`src/rtl/led_matrix_char_framebuffer_assert.svh`:
```
// assertion macros for the led matrix character frame buffer
// no dependencies; included by the top level
`ifndef LED_MATRIX_CHAR_FRAMEBUFFER_ASSERT_SVH
`define LED_MATRIX_CHAR_FRAMEBUFFER_ASSERT_SVH

// same-cycle implication, disabled during reset
`define LMCF_ASSERT_NOW(label, clk, rst_n, ante, cons) \
    label: assert property (@(posedge clk) disable iff (!(rst_n)) (ante) |-> (cons)) \
        else $error("lmcf check failed");

// next-cycle implication, disabled during reset
`define LMCF_ASSERT_NEXT(label, clk, rst_n, ante, cons) \
    label: assert property (@(posedge clk) disable iff (!(rst_n)) (ante) |=> (cons)) \
        else $error("lmcf check failed");

`endif

```
`src/rtl/lmcf_pkg.sv`:
```
// shared types and constants for the led matrix character frame buffer
// no dependencies
`timescale 1ns / 1ps

package lmcf_pkg;

    // operation codes
    localparam logic [2:0] FUNC_LOAD_GLYPH  = 3'd0;
    localparam logic [2:0] FUNC_PUT_CHAR    = 3'd1;
    localparam logic [2:0] FUNC_PIXEL       = 3'd2;
    localparam logic [2:0] FUNC_DECIMAL     = 3'd3;
    localparam logic [2:0] FUNC_CLEAR_MATRIX = 3'd4;
    localparam logic [2:0] FUNC_CLEAR_ALL   = 3'd5;
    localparam logic [2:0] FUNC_READ_FRAME  = 3'd6;

    // frame store geometry
    localparam int          FRAME_BYTES = 64;
    localparam int          FRAME_AW    = 6;
    localparam logic [5:0]  FRAME_LAST  = 6'(FRAME_BYTES - 1);
    localparam logic [2:0]  ROW_LAST    = 3'd7;

    // decimal point locations
    localparam logic [2:0] DP_A_ROW = 3'd7;
    localparam logic [2:0] DP_A_BIT = 3'd6;
    localparam logic [2:0] DP_B_ROW = 3'd6;
    localparam logic [2:0] DP_B_BIT = 3'd7;

    // character code to glyph mapping
    localparam logic [7:0] CHAR_UPPER_FIRST = 8'h20;
    localparam logic [7:0] CHAR_UPPER_LAST  = 8'h5A;
    localparam logic [7:0] CHAR_LOWER_FIRST = 8'h61;
    localparam logic [7:0] CHAR_LOWER_LAST  = 8'h7A;
    localparam logic [7:0] CHAR_LOWER_BASE  = 8'h26;

    typedef struct packed {
        logic [2:0] func;
        logic [6:0] glyph_index;
        logic [2:0] glyph_row;
        logic [7:0] glyph_bits;
        logic [2:0] position;
        logic [7:0] char_code;
        logic [1:0] chip;
        logic       matrix_sel;
        logic [2:0] px_x;
        logic [2:0] px_y;
        logic       turn_on;
    } t_in_word;

    typedef struct packed {
        logic [1:0] out_chip;
        logic       out_matrix;
        logic [2:0] out_row;
        logic [7:0] out_bits;
        logic       last;
    } t_out_word;

    // row unit operations
    typedef enum logic [1:0] {
        ROW_COPY      = 2'd0,
        ROW_TRANSPOSE = 2'd1,
        ROW_MODIFY    = 2'd2
    } t_row_op;

    typedef struct packed {
        t_row_op    op;
        logic [2:0] idx;
        logic [2:0] bit_sel;
        logic       turn_on;
    } t_row_ctl;

endpackage

```
`src/rtl/lmcf_row_unit.sv`:
```
// shared row unit: copies, transposes or bit-modifies one frame row byte
// depends on lmcf_pkg
`timescale 1ns / 1ps

module lmcf_row_unit (
    input  lmcf_pkg::t_row_ctl   i_ctl,
    input  logic [7:0][7:0]      i_rows,
    input  logic [7:0]           i_old,
    output logic [7:0]           o_byte
);

    import lmcf_pkg::*;

    // one output byte per step
    always_comb begin
        o_byte = i_old;
        case (i_ctl.op)
            ROW_COPY: begin
                o_byte = i_rows[i_ctl.idx];
            end
            ROW_TRANSPOSE: begin
                for (int r = 0; r < 8; r++) begin
                    o_byte[r] = i_rows[r][i_ctl.idx];
                end
            end
            ROW_MODIFY: begin
                o_byte = i_old;
                o_byte[i_ctl.bit_sel] = i_ctl.turn_on;
            end
            default: begin
                o_byte = i_old;
            end
        endcase
    end

endmodule

```
`config.mk`:
```
export PLATFORM = sky130hd
export DESIGN_NAME = lmcf_row_unit
export DESIGN_NICKNAME = d
export VERILOG_FILES = /design/src/rtl/led_matrix_char_framebuffer_assert.svh /design/src/rtl/lmcf_pkg.sv /design/src/rtl/lmcf_row_unit.sv
export SDC_FILE = /design/constraint.sdc
export NUM_CORES = 1
export LEC_CHECK = 0
export ABC_AREA = 0
export BUFFER_PORTS_ARGS = -buffer_cell sky130_fd_sc_hd__clkbuf_2
export CAP_MARGIN = 20
export CORE_AREA = 2 2 50 70
export DETAILED_ROUTE_END_ITERATION = 6
export DIE_AREA = 0 0 52 72
export PLACE_DENSITY = 0.93
export SETUP_SLACK_MARGIN = 0.5
export SLEW_MARGIN = 25
export SYNTH_ARGS = -nofsm -noshare
export SYNTH_HDL_FRONTEND = slang
export SYNTH_SLANG_ARGS = --single-unit
```
`constraint.sdc`:
```
create_clock -name vclk -period 1.4
set_input_delay 0.07 -clock vclk [all_inputs]
set_output_delay 0.07 -clock vclk [all_outputs]
set_load 0.02 [all_outputs]
```
==> results.json <==
{
  "violations": "setup timing",
  "grt_usage_pct": 33.6,
  "critPathLaunchType": "primary input",
  "synth-simple-area-share_pct": 15.8,
  "final_hold_viol_count": 0,
  "max_stage_delay_ns": 0.51,
  "clock_buffers": 0,
  "crit_fanout": 7,
  "synth-compound-area-share_pct": 16.1,
  "fin_crit_sh_pct": 108,
  "ys_seq_area_share_pct": 0,
  "finalMaxSlewViolations": 0,
  "synth_xor_area_share_pct": 0,
  "hold_class": "in2out",
  "fillers": 195,
  "via_per_inst": 6.43,
  "port_buffers": 89,
  "gp_congestion": 0.912,
  "maxSlewHeadroom_pct": 78.0,
  "flops_and_latches": 0,
  "regArea_sq_um": 0,
  "syn-num-nets": 221,
  "synth_top_cell_by_area": "mux4_2",
  "antenna_found_initial": 0,
  "detailedRoute.firstIterationViolations": 69,
  "ys_types": 33,
  "via_count": 1878,
  "grt_setup_unrepaired": "yes",
  "finalSetupViolations": 7,
  "drc_errors": 0,
  "ys_warn_count": 0,
  "synthMostInstantiatedCell": "mux2i_1",
  "post-route-cell-area_sq_um": 2480,
  "routed_wl_mm": 6.37,
  "cp-end-kind": "output port",
  "leakage_nw": 1.09,
  "finalPower_uw": 922,
  "maxCapViolations": 0,
  "place.detailed.hpwl_mm": 4.64,
  "synthToLayoutAreaGrowth_pct": 83.4,
  "period_needed_ns": 1.51,
  "status": "finished, violations left",
  "die_area_sq_um": 3740,
  "synth.area.mux_share_pct": 60.4,
  "synthCells": 140,
  "synth_top_family_by_area": "multiplexers",
  "diodes": 0,
  "worst_slack_ns": -0.107,
  "place_area_sq_um": 2130,
  "crit_type": "in2out",
  "pin_count": 89,
  "drtPass1Iterations": 4,
  "fin_nets": 336,
  "fmax_mhz": 663,
  "avgRoutedWirePerCell_um": 21.8,
  "cp_cell_sequence": "clkbuf_16 > buf_12 > mux4_2 > mux2i_2 > nor3_2 > a21oi_2 > o21ai_2 > clkbuf_8",
  "die_x_um": 52,
  "grt_pass1_wl_mm": 9.61,
  "hold_buffers": 0,
  "ir_drop_mv": 0.220,
  "syn_area_per_cell_sq_um": 9.64,
  "ant_nets": 0,
  "grt_pass1_vias": 1995,
  "synthesis.area_sq_um": 1350,
  "grt_overflow": 0,
  "cpMaxStageDelayCell": "mux4_2",
  "powerDensity_nw_per_um2": 372,
  "die_h_um": 72,
  "netlist_top_cells_area": "mux4_2 32%, mux2i_1 17%, mux4_1 5.8%",
  "synth_commonest_cells": "23 x mux2i_1, 19 x mux4_2, 8 x nor2b_1, 8 x nor3_1",
  "initial_core_util_pct": 43.6,
  "grt_max_degree": 15,
  "worst_ep_arrival_time_ns": 1.44,
  "rows": 24,
  "yosysTopAreaCellShare_pct": 31.7,
  "place_ws_ns": -0.322,
  "drive_gt1_share_pct": 73.5,
  "yosys.area_share.adder_pct": 0,
  "critPathRequiredTime_ns": 1.33,
  "tightest_slew_ns": 0.326,
  "core_area_sq_um": 3090
}
-- power breakdown --
part	switching, mW	internal [mW]	total, mW	leakage (nW)
Sequential	0	0	0	0
Combinational	0.407	0.515	0.922	1.09
Clock	0	0	0	0
Total	0.407	0.515	0.922	1.09
-- worst paths after layout --
kind	startpoint	depth (start not counted)	endpoint	slack, ns
worst max-delay path	i_ctl[4]	8	o_byte[5]	-0.11
worst min-delay path	i_ctl[8]	3	o_byte[6]	0.55
-- what timing repair did --
item,CTS,global route
setup buffers,4,4
pin swaps,5,10
gates cloned,1,1
gates resized for setup,40,21
setup endpoints to repair,8,8
-- kinds of logic after synthesis --
logic type | count (synthesis)
multiplexers | 52
AND/OR/NAND/NOR | 41
AO/OA/AOI/OAI | 31
buffers and inverters | 16
-- through the flow --
stage | util (%) | cells | setup TNS [ns] | hold slack [ns]
floorplan | - | 140 | 0 | 0.369
CTS | 76.3 | 287 | -0.496 | 0.530
global route | 80.1 | 292 | -0.724 | 0.558
detailed placement | 69.0 | 282 | -2.15 | 0.528
finish | 80.1 | 292 | -0.480 | 0.545
global placement | 69.0 | 282 | -1.70 | 0.520
-- worst max-delay path: cells and delay by family --
family	cells	cell delay (ns)
AND/OR/NAND/NOR	1	0.07
AO/OA/AOI/OAI	2	0.19
buffers and inverters	3	0.40
multiplexers	2	0.70
-- cell type report --
cell class         count  area, sq um  area share [%]
multi-input cells    124         1440            58.3
repair buffers       128          980            39.6
well taps             39         48.8            1.97
inverters              1         3.75           0.152
-- placed cells by master, fill, tap and decap left out, types with 2 or more instances in the layout --
cell type,count
buf_8,5
nand2_1,4
buf_12,5
o21ai_1,2
buf_6,2
nor2b_2,2
nor3_1,7
mux2i_2,3
mux4_2,21
mux2i_4,2
buf_4,30
a221oi_2,3
clkbuf_8,3
and3_4,2
mux2_4,3
nand3_1,2
nor2b_1,6
clkbuf_2,78
o22ai_4,3
a21oi_2,2
mux2i_1,18
mux2_2,4
clkbuf_16,5
a21oi_1,4
nand2b_1,7
nor2_1,6
a211oi_2,2
a211o_1,2
-- per-layer routing --
metal  track usage [%]  share of wire, %  wire length [um]
met1              38.6                36              2280
met2              60.5                54              3440
met3              3.70               5.5               352
met4              16.1               4.6               290
met5                 0                 0                 0
Note: power is estimated with default switching activity, not from simulation.
