--- config.mk ---
export PLATFORM = sky130hd
export DESIGN_NAME = lmcf_ram
export DESIGN_NICKNAME = d
export VERILOG_FILES = /design/src/rtl/led_matrix_char_framebuffer_assert.svh /design/src/rtl/lmcf_ram.sv
export SDC_FILE = /design/constraint.sdc
export NUM_CORES = 1
export LEC_CHECK = 0
export CORE_AREA = 2 2 282 284
export CTS_CLUSTER_DIAMETER = 200
export DETAILED_ROUTE_END_ITERATION = 8
export DIE_AREA = 0 0 284 286
export DONT_BUFFER_PORTS = 1
export GPL_TIMING_DRIVEN = 0
export PLACE_DENSITY = 0.41
export SETUP_SLACK_MARGIN = 0.3
export SYNTH_ARGS = -nofsm -noshare
export SYNTH_HDL_FRONTEND = slang
export SYNTH_SLANG_ARGS = --single-unit
--- constraint.sdc ---
create_clock -name i_clk -period 3.41 [get_ports i_clk]
set_clock_uncertainty 0.1 [all_clocks]
set_input_delay 0.341 -clock i_clk [delete_from_list [all_inputs] [get_ports i_clk]]
set_output_delay 0.341 -clock i_clk [all_outputs]
set_load 0.02 [all_outputs]
--- src/rtl/led_matrix_char_framebuffer_assert.svh ---
// assertion macros for the led matrix character frame buffer
// no dependencies; included by the top level
`ifndef LED_MATRIX_CHAR_FRAMEBUFFER_ASSERT_SVH
`define LED_MATRIX_CHAR_FRAMEBUFFER_ASSERT_SVH

// same-cycle implication, disabled during reset
`define LMCF_ASSERT_NOW(label, clk, rst_n, ante, cons) \
    label: assert property (@(posedge clk) disable iff (!(rst_n)) (ante) |-> (cons)) \
        else $error("lmcf check failed");

// next-cycle implication, disabled during reset
`define LMCF_ASSERT_NEXT(label, clk, rst_n, ante, cons) \
    label: assert property (@(posedge clk) disable iff (!(rst_n)) (ante) |=> (cons)) \
        else $error("lmcf check failed");

`endif

--- src/rtl/lmcf_ram.sv ---
// generic simple dual port ram, one write port and one registered read port
// no dependencies
`timescale 1ns / 1ps

module lmcf_ram #(
    parameter int WIDTH = 8,
    parameter int DEPTH = 64
) (
    input  logic                     i_clk,
    input  logic                     i_we,
    input  logic [$clog2(DEPTH)-1:0] i_waddr,
    input  logic [WIDTH-1:0]         i_wdata,
    input  logic [$clog2(DEPTH)-1:0] i_raddr,
    output logic [WIDTH-1:0]         o_rdata
);

    logic [WIDTH-1:0] r_mem [DEPTH];
    logic [WIDTH-1:0] r_rdata;

    // write port
    always_ff @(posedge i_clk) begin
        if (i_we) begin
            r_mem[i_waddr] <= i_wdata;
        end
    end

    // registered read port
    always_ff @(posedge i_clk) begin
        r_rdata <= r_mem[i_raddr];
    end

    assign o_rdata = r_rdata;

endmodule

==> metrics.md, run 1 <==
| Metric | Value |
|---|---|
| Status | `finished clean` |
| Drt pass-1 iters | `5` |
| CP Launch Type | `input port` |
| Critical path fanouts, max | `10` |
| Fin Setup TNS | `0 ps` |
| Vias in the first global route | `10.09k` |
| Yosys top cell by area | `edfxtp_1` |
| Routed vias/inst | `4.632` |
| Yosys cell types | `40` |
| CTS tree | `done` |
| Post-CTS Hold Buffers | `13` |
| Most common cell in the netlist | `edfxtp_1` |
| Slew HR | `13.00%` |
| Num CTS Buffers | `57` |
| Drt drc | `0` |
| RSZ-0062 raised after global routing | `no` |
| Clk sinks | `520` |
| Vias | `9787` |
| Post-synth EDFFs | `512` |
| CORE AREA | `78360 sq um` |
| Layout net count | `1036` |
| Area taken by flip-flops and latches | `15530 sq um` |
| WL/cell | `26.86 um` |
| Primary FF master, synth | `edfxtp_1` |
| Critical Path RT | `3760 ps` |
| Post-route insts no fill | `2113` |
| Final Hold Fails | `0` |
| Multi-input gate area in the final layout | `4315 sq um` |
| YS warnings | `0` |
| Crit Path Category | `in -> reg` |
| Initial Utilization | `25.74%` |
| Seq/Total Area, Yosys | `77.03%` |
| Clk Latency, worst-skew pair | `620 ps` |
| 1st-iter DRT viols | `1106` |
| Final setup fails | `0` |
| CTS Root Cell | `clkbuf_16` |
| Post-Syn Area | `20170 sq um` |
| Post-Syn Nets | `962` |
| Largest net degree at the start of global routing | `65` |
| Top-area cell type share of the netlist area | `76.24%` |
| Ports | `30` |
| P per Cell Area | `600.3 nW/um^2` |
| Static leakage | `7.211 nW` |
| Fillers | `7736` |
| Global-route wire length before repair | `79370 um` |
| Rows | `103` |
| Register bit total from synthesis | `520` |
| Worst setup EP type | `flop` |
| Syn avg cell area | `21.45 sq um` |
| DP HPWL | `36350 um` |
| Die Ht | `286 um` |
| Minimum clock period | `2954 ps` |
| Post-CTS sizing | `0` |
| Overall Global Routing Usage | `13.98%` |
| WP data arrival | `3310 ps` |
| Placed Cells | `1990` |
| Grt ovf | `0` |
| Measured slew at the worst slew-check pin | `1305 ps` |
| Antenna Nets Post-Route | `0` |
| Die Area | `81220 sq um` |
| IR drop worst, VDD | `0.3608 mV` |
| Post-CTS setup buffer count | `0` |
| H-tree depth | `2` |
| Ratio of cells with drive above 1 in the final layout | `25.16%` |
| Worst-path clk slew | `60 ps` |
| Slew Viols, Final | `0` |
| Area grow syn2layout | `17.51%` |
| I/O Buffers | `0` |
| Largest cells by area after synthesis | `edfxtp_1 (76%), mux4_2 (14%), nor2_1 (1.5%)` |
| Fmax | `338.5 MHz` |
| # Max-Cap Violations | `0` |
| Post-Synthesis Cells | `940` |
| Period utilization | `86.62%` |
| Initial antenna violation count | `2` |
| Final WL | `56750 um` |
| Tightest Hold Check Type | `in -> reg` |
| Die Wd | `284 um` |
| Post-synth top cells | `edfxtp_1 (512), mux4_2 (126), nor2_1 (83)` |
| Placer congestion estimate | `0.8150` |
| Max Buffers Root-to-Sink | `3` |
| Async set-reset flop share out of synthesis | `0%` |
## worst paths after layout
check / depth (start not counted) / from / endpoint / slack [ps]
worst max-delay path: 8 / i_raddr[1] / o_rdata[6] / 460
worst min-delay path: 1 / i_wdata[5] / r_mem[49][5] / 2
worst max register to register: 4 / r_mem[47][0] / o_rdata[0] / 860
worst min register to register: 4 / r_mem[18][1] / o_rdata[1] / 840
## power by group
group | switching, W | internal [W]
logic | 0.000485 | 0.000267
registers | 0.0000288 | 0.00707
clock network | 0.00254 | 0.00383
total | 0.00305 | 0.0112
## worst max-delay path, cell delays in order
cell	delay, ps
buf_4	170
buf_2	450
buf_1	870
mux4_2	440
mux2i_1	580
nand3_1	160
nand3_1	120
o32ai_1	140
## layout make-up
cell class / instances / share of cell area, %
repair buffers: 15 / 1.193
diodes: 2 / 0.02112
clock inverters: 37 / 1.758
flip-flops and latches: 520 / 65.55
multi-input cells: 369 / 18.21
plain buffers: 51 / 1.336
well taps: 1050 / 5.544
clock buffers: 69 / 6.388
## per-stage QoR
step	area [sq um]	util, %	total power (W)	hold slack [ps]	setup slack, ps
2_1_floorplan	20170	-	0.007613	339.9	1301
3_5_place_dp	21480	27.41	0.007859	350.2	-189.4
3_3_place_gp	21480	27.41	0.007856	349.9	-206.2
6_report	23700	30.25	0.01423	2.365	456.1
4_1_cts	23680	30.22	0.01438	0.6319	465.6
5_1_grt	23690	30.24	0.01466	11.06	428.5
## routing by layer
| layer | vias to the layer above | GRT usage, % | share of wire (%) | wire length (um) |
|---|---|---|---|---|
| met2 | 314 | 21.94 | 46 | 26300 |
| li1 | 4095 | - | - | - |
| met4 | 0 | 3.697 | 2.0 | 1131 |
| met3 | 72 | 2.695 | 5.8 | 3278 |
| met1 | 5306 | 19.88 | 46 | 26040 |
| met5 | - | 0 | 0 | 0 |
## cell usage in the layout (no fill, tap or decap), types with 3 or more instances in the layout
| cell | instances |
|---|---|
| mux2_2 | 13 |
| a221oi_1 | 6 |
| nand2_1 | 19 |
| buf_4 | 13 |
| dlygate4sd3_1 | 5 |
| nor2_1 | 83 |
| mux4_2 | 126 |
| a22oi_1 | 3 |
| edfxtp_1 | 512 |
| nor3_1 | 7 |
| buf_1 | 4 |
| nand3_1 | 13 |
| nor2b_1 | 14 |
| nand3b_1 | 3 |
| clkbuf_16 | 59 |
| o221ai_1 | 8 |
| a21oi_1 | 3 |
| buf_6 | 4 |
| o2111ai_1 | 3 |
| dfxtp_1 | 8 |
| clkinv_1 | 10 |
| nand2b_1 | 7 |
| buf_2 | 12 |
| clkinv_2 | 13 |
| clkinv_4 | 3 |
| o22ai_1 | 8 |
| buf_16 | 8 |
| mux2i_1 | 23 |
| o2bb2ai_1 | 3 |
| a211oi_1 | 4 |
| clkbuf_1 | 27 |
| bufinv_16 | 9 |
## state kept, by name, summed over array words and instances (netlist names)
name     cells
r_mem      512
o_rdata      8
## logic make-up after synthesis
| group | Yosys count | synth area share, % |
|---|---|---|
| compound gates | 54 | 2.072 |
| buf+inv | 51 | 1.570 |
| flops | 520 | 77.03 |
| mux | 162 | 15.94 |
| simple gates | 153 | 3.387 |
Power figures use the tool's default switching activity.
==> run 2: changes to the inputs <==
Settings changed: CORE_AREA 2 2 282 284 to 2 2 325 247, DIE_AREA 0 0 284 286 to 0 0 327 249.
==> run 2 against run 1 <==
Worst setup slack worse by 38 ps. Highest routed layer is now met5. Count of clock-buffer cells in the layout is 7 lower. Fmax is 1.3% lower.
==> metrics.md, run 2 (synthesized netlist as in run 1, its figures left out) <==
| Metric | Value |
|---|---|
| Status | `finished clean` |
| Die Area | `81420 sq um` |
| Antenna Nets Post-Route | `0` |
| I/O Buffers | `0` |
| Final instance area | `23610 sq um` |
| Final Hold Fails | `0` |
| Max Buffers Root-to-Sink | `3` |
| Levels on crit path | `6` |
| Tightest Hold Check Type | `in -> reg` |
| Period utilization | `87.73%` |
| Slowest cell delay on critical path | `830 ps` |
| Layout net count | `1031` |
| Global-route wire length before repair | `79980 um` |
| Die Ht | `249 um` |
| Ant diodes | `0` |
| R2R cell count | `4` |
| CTS tree | `done` |
| Biggest register | `r_mem` |
| Final setup fails | `0` |
| Crit-path slowest cell | `a221oi_1` |
| Rows | `89` |
| P per Cell Area | `595.9 nW/um^2` |
| Minimum clock period | `2992 ps` |
| Grt ovf | `0` |
| Slew HR | `4.464%` |
| Vias | `9848` |
| Worst r2r src | `r_mem[3][3]` |
| IR drop worst, VDD | `0.3143 mV` |
| Core Util, Final | `30.25%` |
| Most frequent cells in the layout | `edfxtp_1 (512), mux4_2 (126), nor2_1 (83)` |
| Clk sinks | `520` |
| Reg2Reg Setup Slack | `620 ps` |
| Placed cell area | `21480 sq um` |
| Overall Global Routing Usage | `14.03%` |
| Largest net degree at the start of global routing | `65` |
| Vias in the first global route | `10.06k` |
| CP bufs+invs | `3` |
| Fmax | `334.3 MHz` |
| Static leakage | `7.174 nW` |
| DP HPWL | `36760 um` |
| Critical path fanouts, max | `10` |
| Fin Setup TNS | `0 ps` |
| Num CTS Buffers | `53` |
| 1st-iter DRT viols | `962` |
| Measured slew at the worst slew-check pin | `1397 ps` |
| Fillers | `7537` |
| Fin Hold WS | `8.529 ps` |
| RR Endpoint | `o_rdata[3]` |
| Clk Latency, worst-skew pair | `610 ps` |
| # Max-Cap Violations | `0` |
| Worst setup EP type | `flop` |
| CP Launch Type | `input port` |
| H-tree depth | `2` |
| Placer congestion estimate | `0.8145` |
| Commonest non-fill, non-tap cell in the layout | `edfxtp_1` |
| Worst hold endpoint | `r_mem[57][3]` |
| CORE AREA | `78060 sq um` |
| Area taken by flip-flops and latches | `15530 sq um` |
| Routed vias/inst | `4.692` |
| CTS Root Cell | `clkbuf_16` |
| WP data arrival | `3290 ps` |
| Initial Utilization | `25.83%` |
| Slew Viols, Final | `0` |
| Final WL | `57140 um` |
| Drt drc | `0` |
| Hold Path Cell Cnt | `1` |
| RSZ-0062 raised after global routing | `yes` |
| Die Wd | `327 um` |
| Initial antenna violation count | `3` |
| Largest delay share family, worst path | `buffers and inverters` |
| Ratio of cells with drive above 1 in the final layout | `25.17%` |
| Crit Path Category | `in -> reg` |
| Ports | `30` |
| Hold path start | `i_wdata[3]` |
| Cell chain of the critical path | `buf_2, clkbuf_1, clkbuf_1, a221oi_1, a221oi_1, o2bb2ai_1` |
| Critical Path RT | `3710 ps` |
| Worst-path clk slew | `60 ps` |
| Number of flip-flops in the largest register | `512` |
| Area grow syn2layout | `17.07%` |
| Multi-input gate area in the final layout | `4337 sq um` |
| Drt pass-1 iters | `7` |
| WL/cell | `27.22 um` |
## run 2: cell type report
cell class	instances	area share, %
Timing Repair Buffer	14	1.155
Multi-Input combinational cell	369	18.37
Tap cell	1046	5.543
Clock inverter	37	1.807
Buffer	51	1.346
Clock buffer	62	5.983
Sequential cell	520	65.80
## run 2: worst max-delay path by stage
stage          slack, ps    endpoint       start
2_1_floorplan       1300  o_rdata[3]  i_raddr[1]
3_3_place_gp        -220  o_rdata[1]  i_raddr[2]
3_5_place_dp        -210  o_rdata[2]  i_raddr[2]
4_1_cts              410  o_rdata[2]  i_raddr[2]
5_1_grt              290  o_rdata[2]  i_raddr[3]
6_report             420  o_rdata[2]  i_raddr[3]
## run 2: power by group
group	leakage [nW]	total (W)	switching, W	internal, W
combinational	1.59	0.000751	0.000484	0.000268
clock	0.909	0.00622	0.00251	0.00371
sequential	4.67	0.00710	0.0000300	0.00707
total	7.17	0.0141	0.00302	0.0110
## run 2: stage by stage
| step | std cells | worst slack (ps) | power, W |
|---|---|---|---|
| 2_1_floorplan | 940 | 1301 | 0.007613 |
| 3_3_place_gp | 1986 | -217.0 | 0.007851 |
| 3_5_place_dp | 1986 | -208.2 | 0.007852 |
| 4_1_cts | 2097 | 412.9 | 0.01421 |
| 5_1_grt | 2099 | 285.6 | 0.01450 |
| 6_report | 2099 | 418.4 | 0.01407 |
## run 2: layer usage
metal	GRT usage, %	part of all wire [%]	vias up	routed length (um)
li1	-	-	4076	-
met2	18.97	41	317	23370
met3	4.284	7.4	77	4245
met5	0	0.037	-	21
met1	21.55	50	5374	28440
met4	3.499	1.9	4	1063
## run 2: timing repair
| item | in CTS | in global routing |
|---|---|---|
| setup endpoints to repair | 0 | 4 |
| gates resized for setup | 0 | 5 |
| hold buffers | 12 | 0 |
| hold endpoints to repair | 515 | 0 |
| buffers inserted | 0 | 0 |
==> run 3: changes to the inputs <==
Settings changed: BUFFER_PORTS_ARGS set to -buffer_cell sky130_fd_sc_hd__buf_2, DONT_BUFFER_PORTS 1 to unset.
==> run 3 against run 2 <==
The flow now finishes with violations (max-capacitance violations, max-slew violations). Combinational power rose by 1%. Cell count rose by 0.33%. Global-route usage fell by 0.17 points.
==> metrics.md, run 3 (synthesized netlist as in run 1, its figures left out) <==
| Metric | Value |
|---|---|
| Status | `complete, but fails checks` |
| Violated checks | `max-capacitance violations, max-slew violations` |
| RSZ-0062 raised after global routing | `no` |
| Final instance area | `23240 sq um` |
| Static leakage | `7.027 nW` |
| Rows | `89` |
| Drt drc | `0` |
| Critical Path RT | `3680 ps` |
| Slew HR | `-3.747%` |
| Global-route wire length before repair | `79260 um` |
| Ports | `30` |
| Overall Global Routing Usage | `13.86%` |
| Final setup fails | `0` |
| Largest net degree at the start of global routing | `65` |
| Grt ovf | `0` |
| Final WL | `56340 um` |
| Biggest register | `r_mem` |
| Critical path fanouts, max | `1` |
| Slew Viols, Final | `2` |
| Antenna Nets Post-Route | `0` |
| Fmax | `326.0 MHz` |
| Die Area | `81420 sq um` |
| Cell chain of the critical path | `mux4_2, nor2b_1, a2111oi_0, o41ai_1` |
| WP data arrival | `3340 ps` |
| Ratio of cells with drive above 1 in the final layout | `25.33%` |
| Most frequent cells in the layout | `edfxtp_1 (512), mux4_2 (126), nor2_1 (83)` |
| Drt pass-1 iters | `5` |
| CTS Root Cell | `clkbuf_16` |
| Period utilization | `89.96%` |
| Initial antenna violation count | `6` |
| CP bufs+invs | `0` |
| Crit-path slowest cell | `a2111oi_0` |
| Tightest Hold Check Type | `in -> reg` |
| CTS tree | `done` |
| CP Launch Type | `flop` |
| Die Ht | `249 um` |
| Number of flip-flops in the largest register | `512` |
| Vias | `9911` |
| Worst-path clk slew | `60 ps` |
| Max Buffers Root-to-Sink | `3` |
| # Max-Cap Violations | `1` |
| Placed cell area | `21590 sq um` |
| Post-CTS setup buffer count | `0` |
| Post-Place Setup Slack | `-193.4 ps` |
| Post-CTS Hold Buffers | `0` |
| I/O Buffers | `21` |
| CORE AREA | `78060 sq um` |
| DP HPWL | `36670 um` |
| Vias in the first global route | `10.03k` |
| Final WS setup | `342.3 ps` |
| H-tree depth | `2` |
| Routed vias/inst | `4.706` |
| IR drop worst, VDD | `0.2841 mV` |
| WL/cell | `26.75 um` |
| Measured slew at the worst slew-check pin | `1517 ps` |
| Crit Path Category | `reg -> reg` |
| Commonest non-fill, non-tap cell in the layout | `edfxtp_1` |
| Placer congestion estimate | `0.8186` |
| Initial Utilization | `25.83%` |
| Area grow syn2layout | `15.26%` |
| P per Cell Area | `579.2 nW/um^2` |
| Slowest cell delay on critical path | `1300 ps` |
| Layout net count | `1040` |
| Num CTS Buffers | `53` |
| 1st-iter DRT viols | `1251` |
| Die Wd | `327 um` |
| Post-CTS sizing | `0` |
| Minimum clock period | `3068 ps` |
| Clk sinks | `520` |
| Final Hold Fails | `0` |
| Largest delay share family, worst path | `compound AO/OA/AOI/OAI gates` |
| Pwr Total | `0.01346 W` |
| Worst setup EP type | `flop` |
| Clk Latency, worst-skew pair | `610 ps` |
run 3: through the flow:
| step | cells | utilization (%) | hold WS [ps] | TNS (ps) |
|---|---|---|---|---|
| 6_report | 2106 | 29.78 | 189.2 | 0 |
| 5_1_grt | 2104 | 29.77 | 138.7 | 0 |
| 4_1_cts | 2103 | 29.75 | 117.4 | 0 |
| 3_5_place_dp | 2008 | 27.66 | 659.0 | -1030 |
| 3_3_place_gp | 2007 | 27.65 | 657.8 | -929.3 |
| 2_1_floorplan | 940 | - | 339.9 | 0 |
run 3: per-layer routing:
| metal | up-vias | routed length (um) | global-route usage [%] |
|---|---|---|---|
| met5 | - | 29 | 0 |
| met4 | 6 | 1041 | 3.408 |
| met3 | 72 | 4557 | 4.133 |
| met2 | 360 | 22360 | 18.30 |
| met1 | 5377 | 28350 | 21.75 |
| li1 | 4096 | - | - |
run 3: final cells by class:
class | instances | area (sq um)
Multi-Input combinational cell | 369 | 4328
Clock buffer | 65 | 1414
Timing Repair Buffer | 23 | 117.6
Buffer | 51 | 317.8
Fill cell | 7592 | 54820
Sequential cell | 520 | 15530
Clock inverter | 30 | 217.7
Tap cell | 1046 | 1309
Antenna cell | 2 | 5.005
run 3: worst register-to-register path, cell delays in order, from the launching register on:
cell	delay, ps
edfxtp_1	350
mux4_2	490
nor2b_1	150
a2111oi_0	1300
o41ai_1	430
run 3: power by group:
group / internal (W) / switching [W] / total (W) / leakage (nW)
clock: 0.00315 / 0.00246 / 0.00562 / 0.802
combinational: 0.000251 / 0.000509 / 0.000759 / 1.55
sequential: 0.00708 / 0.0000110 / 0.00709 / 4.67
run 3: path summary, 6_finish.rpt:
check,from,to,slack [ps],cells after the start
setup / recovery,r_mem[3][3],o_rdata[3],340,4
hold / removal,i_raddr[5],o_rdata[5],190,2
setup reg to reg,r_mem[3][3],o_rdata[3],340,4
hold reg to reg,r_mem[22][0],o_rdata[0],910,4
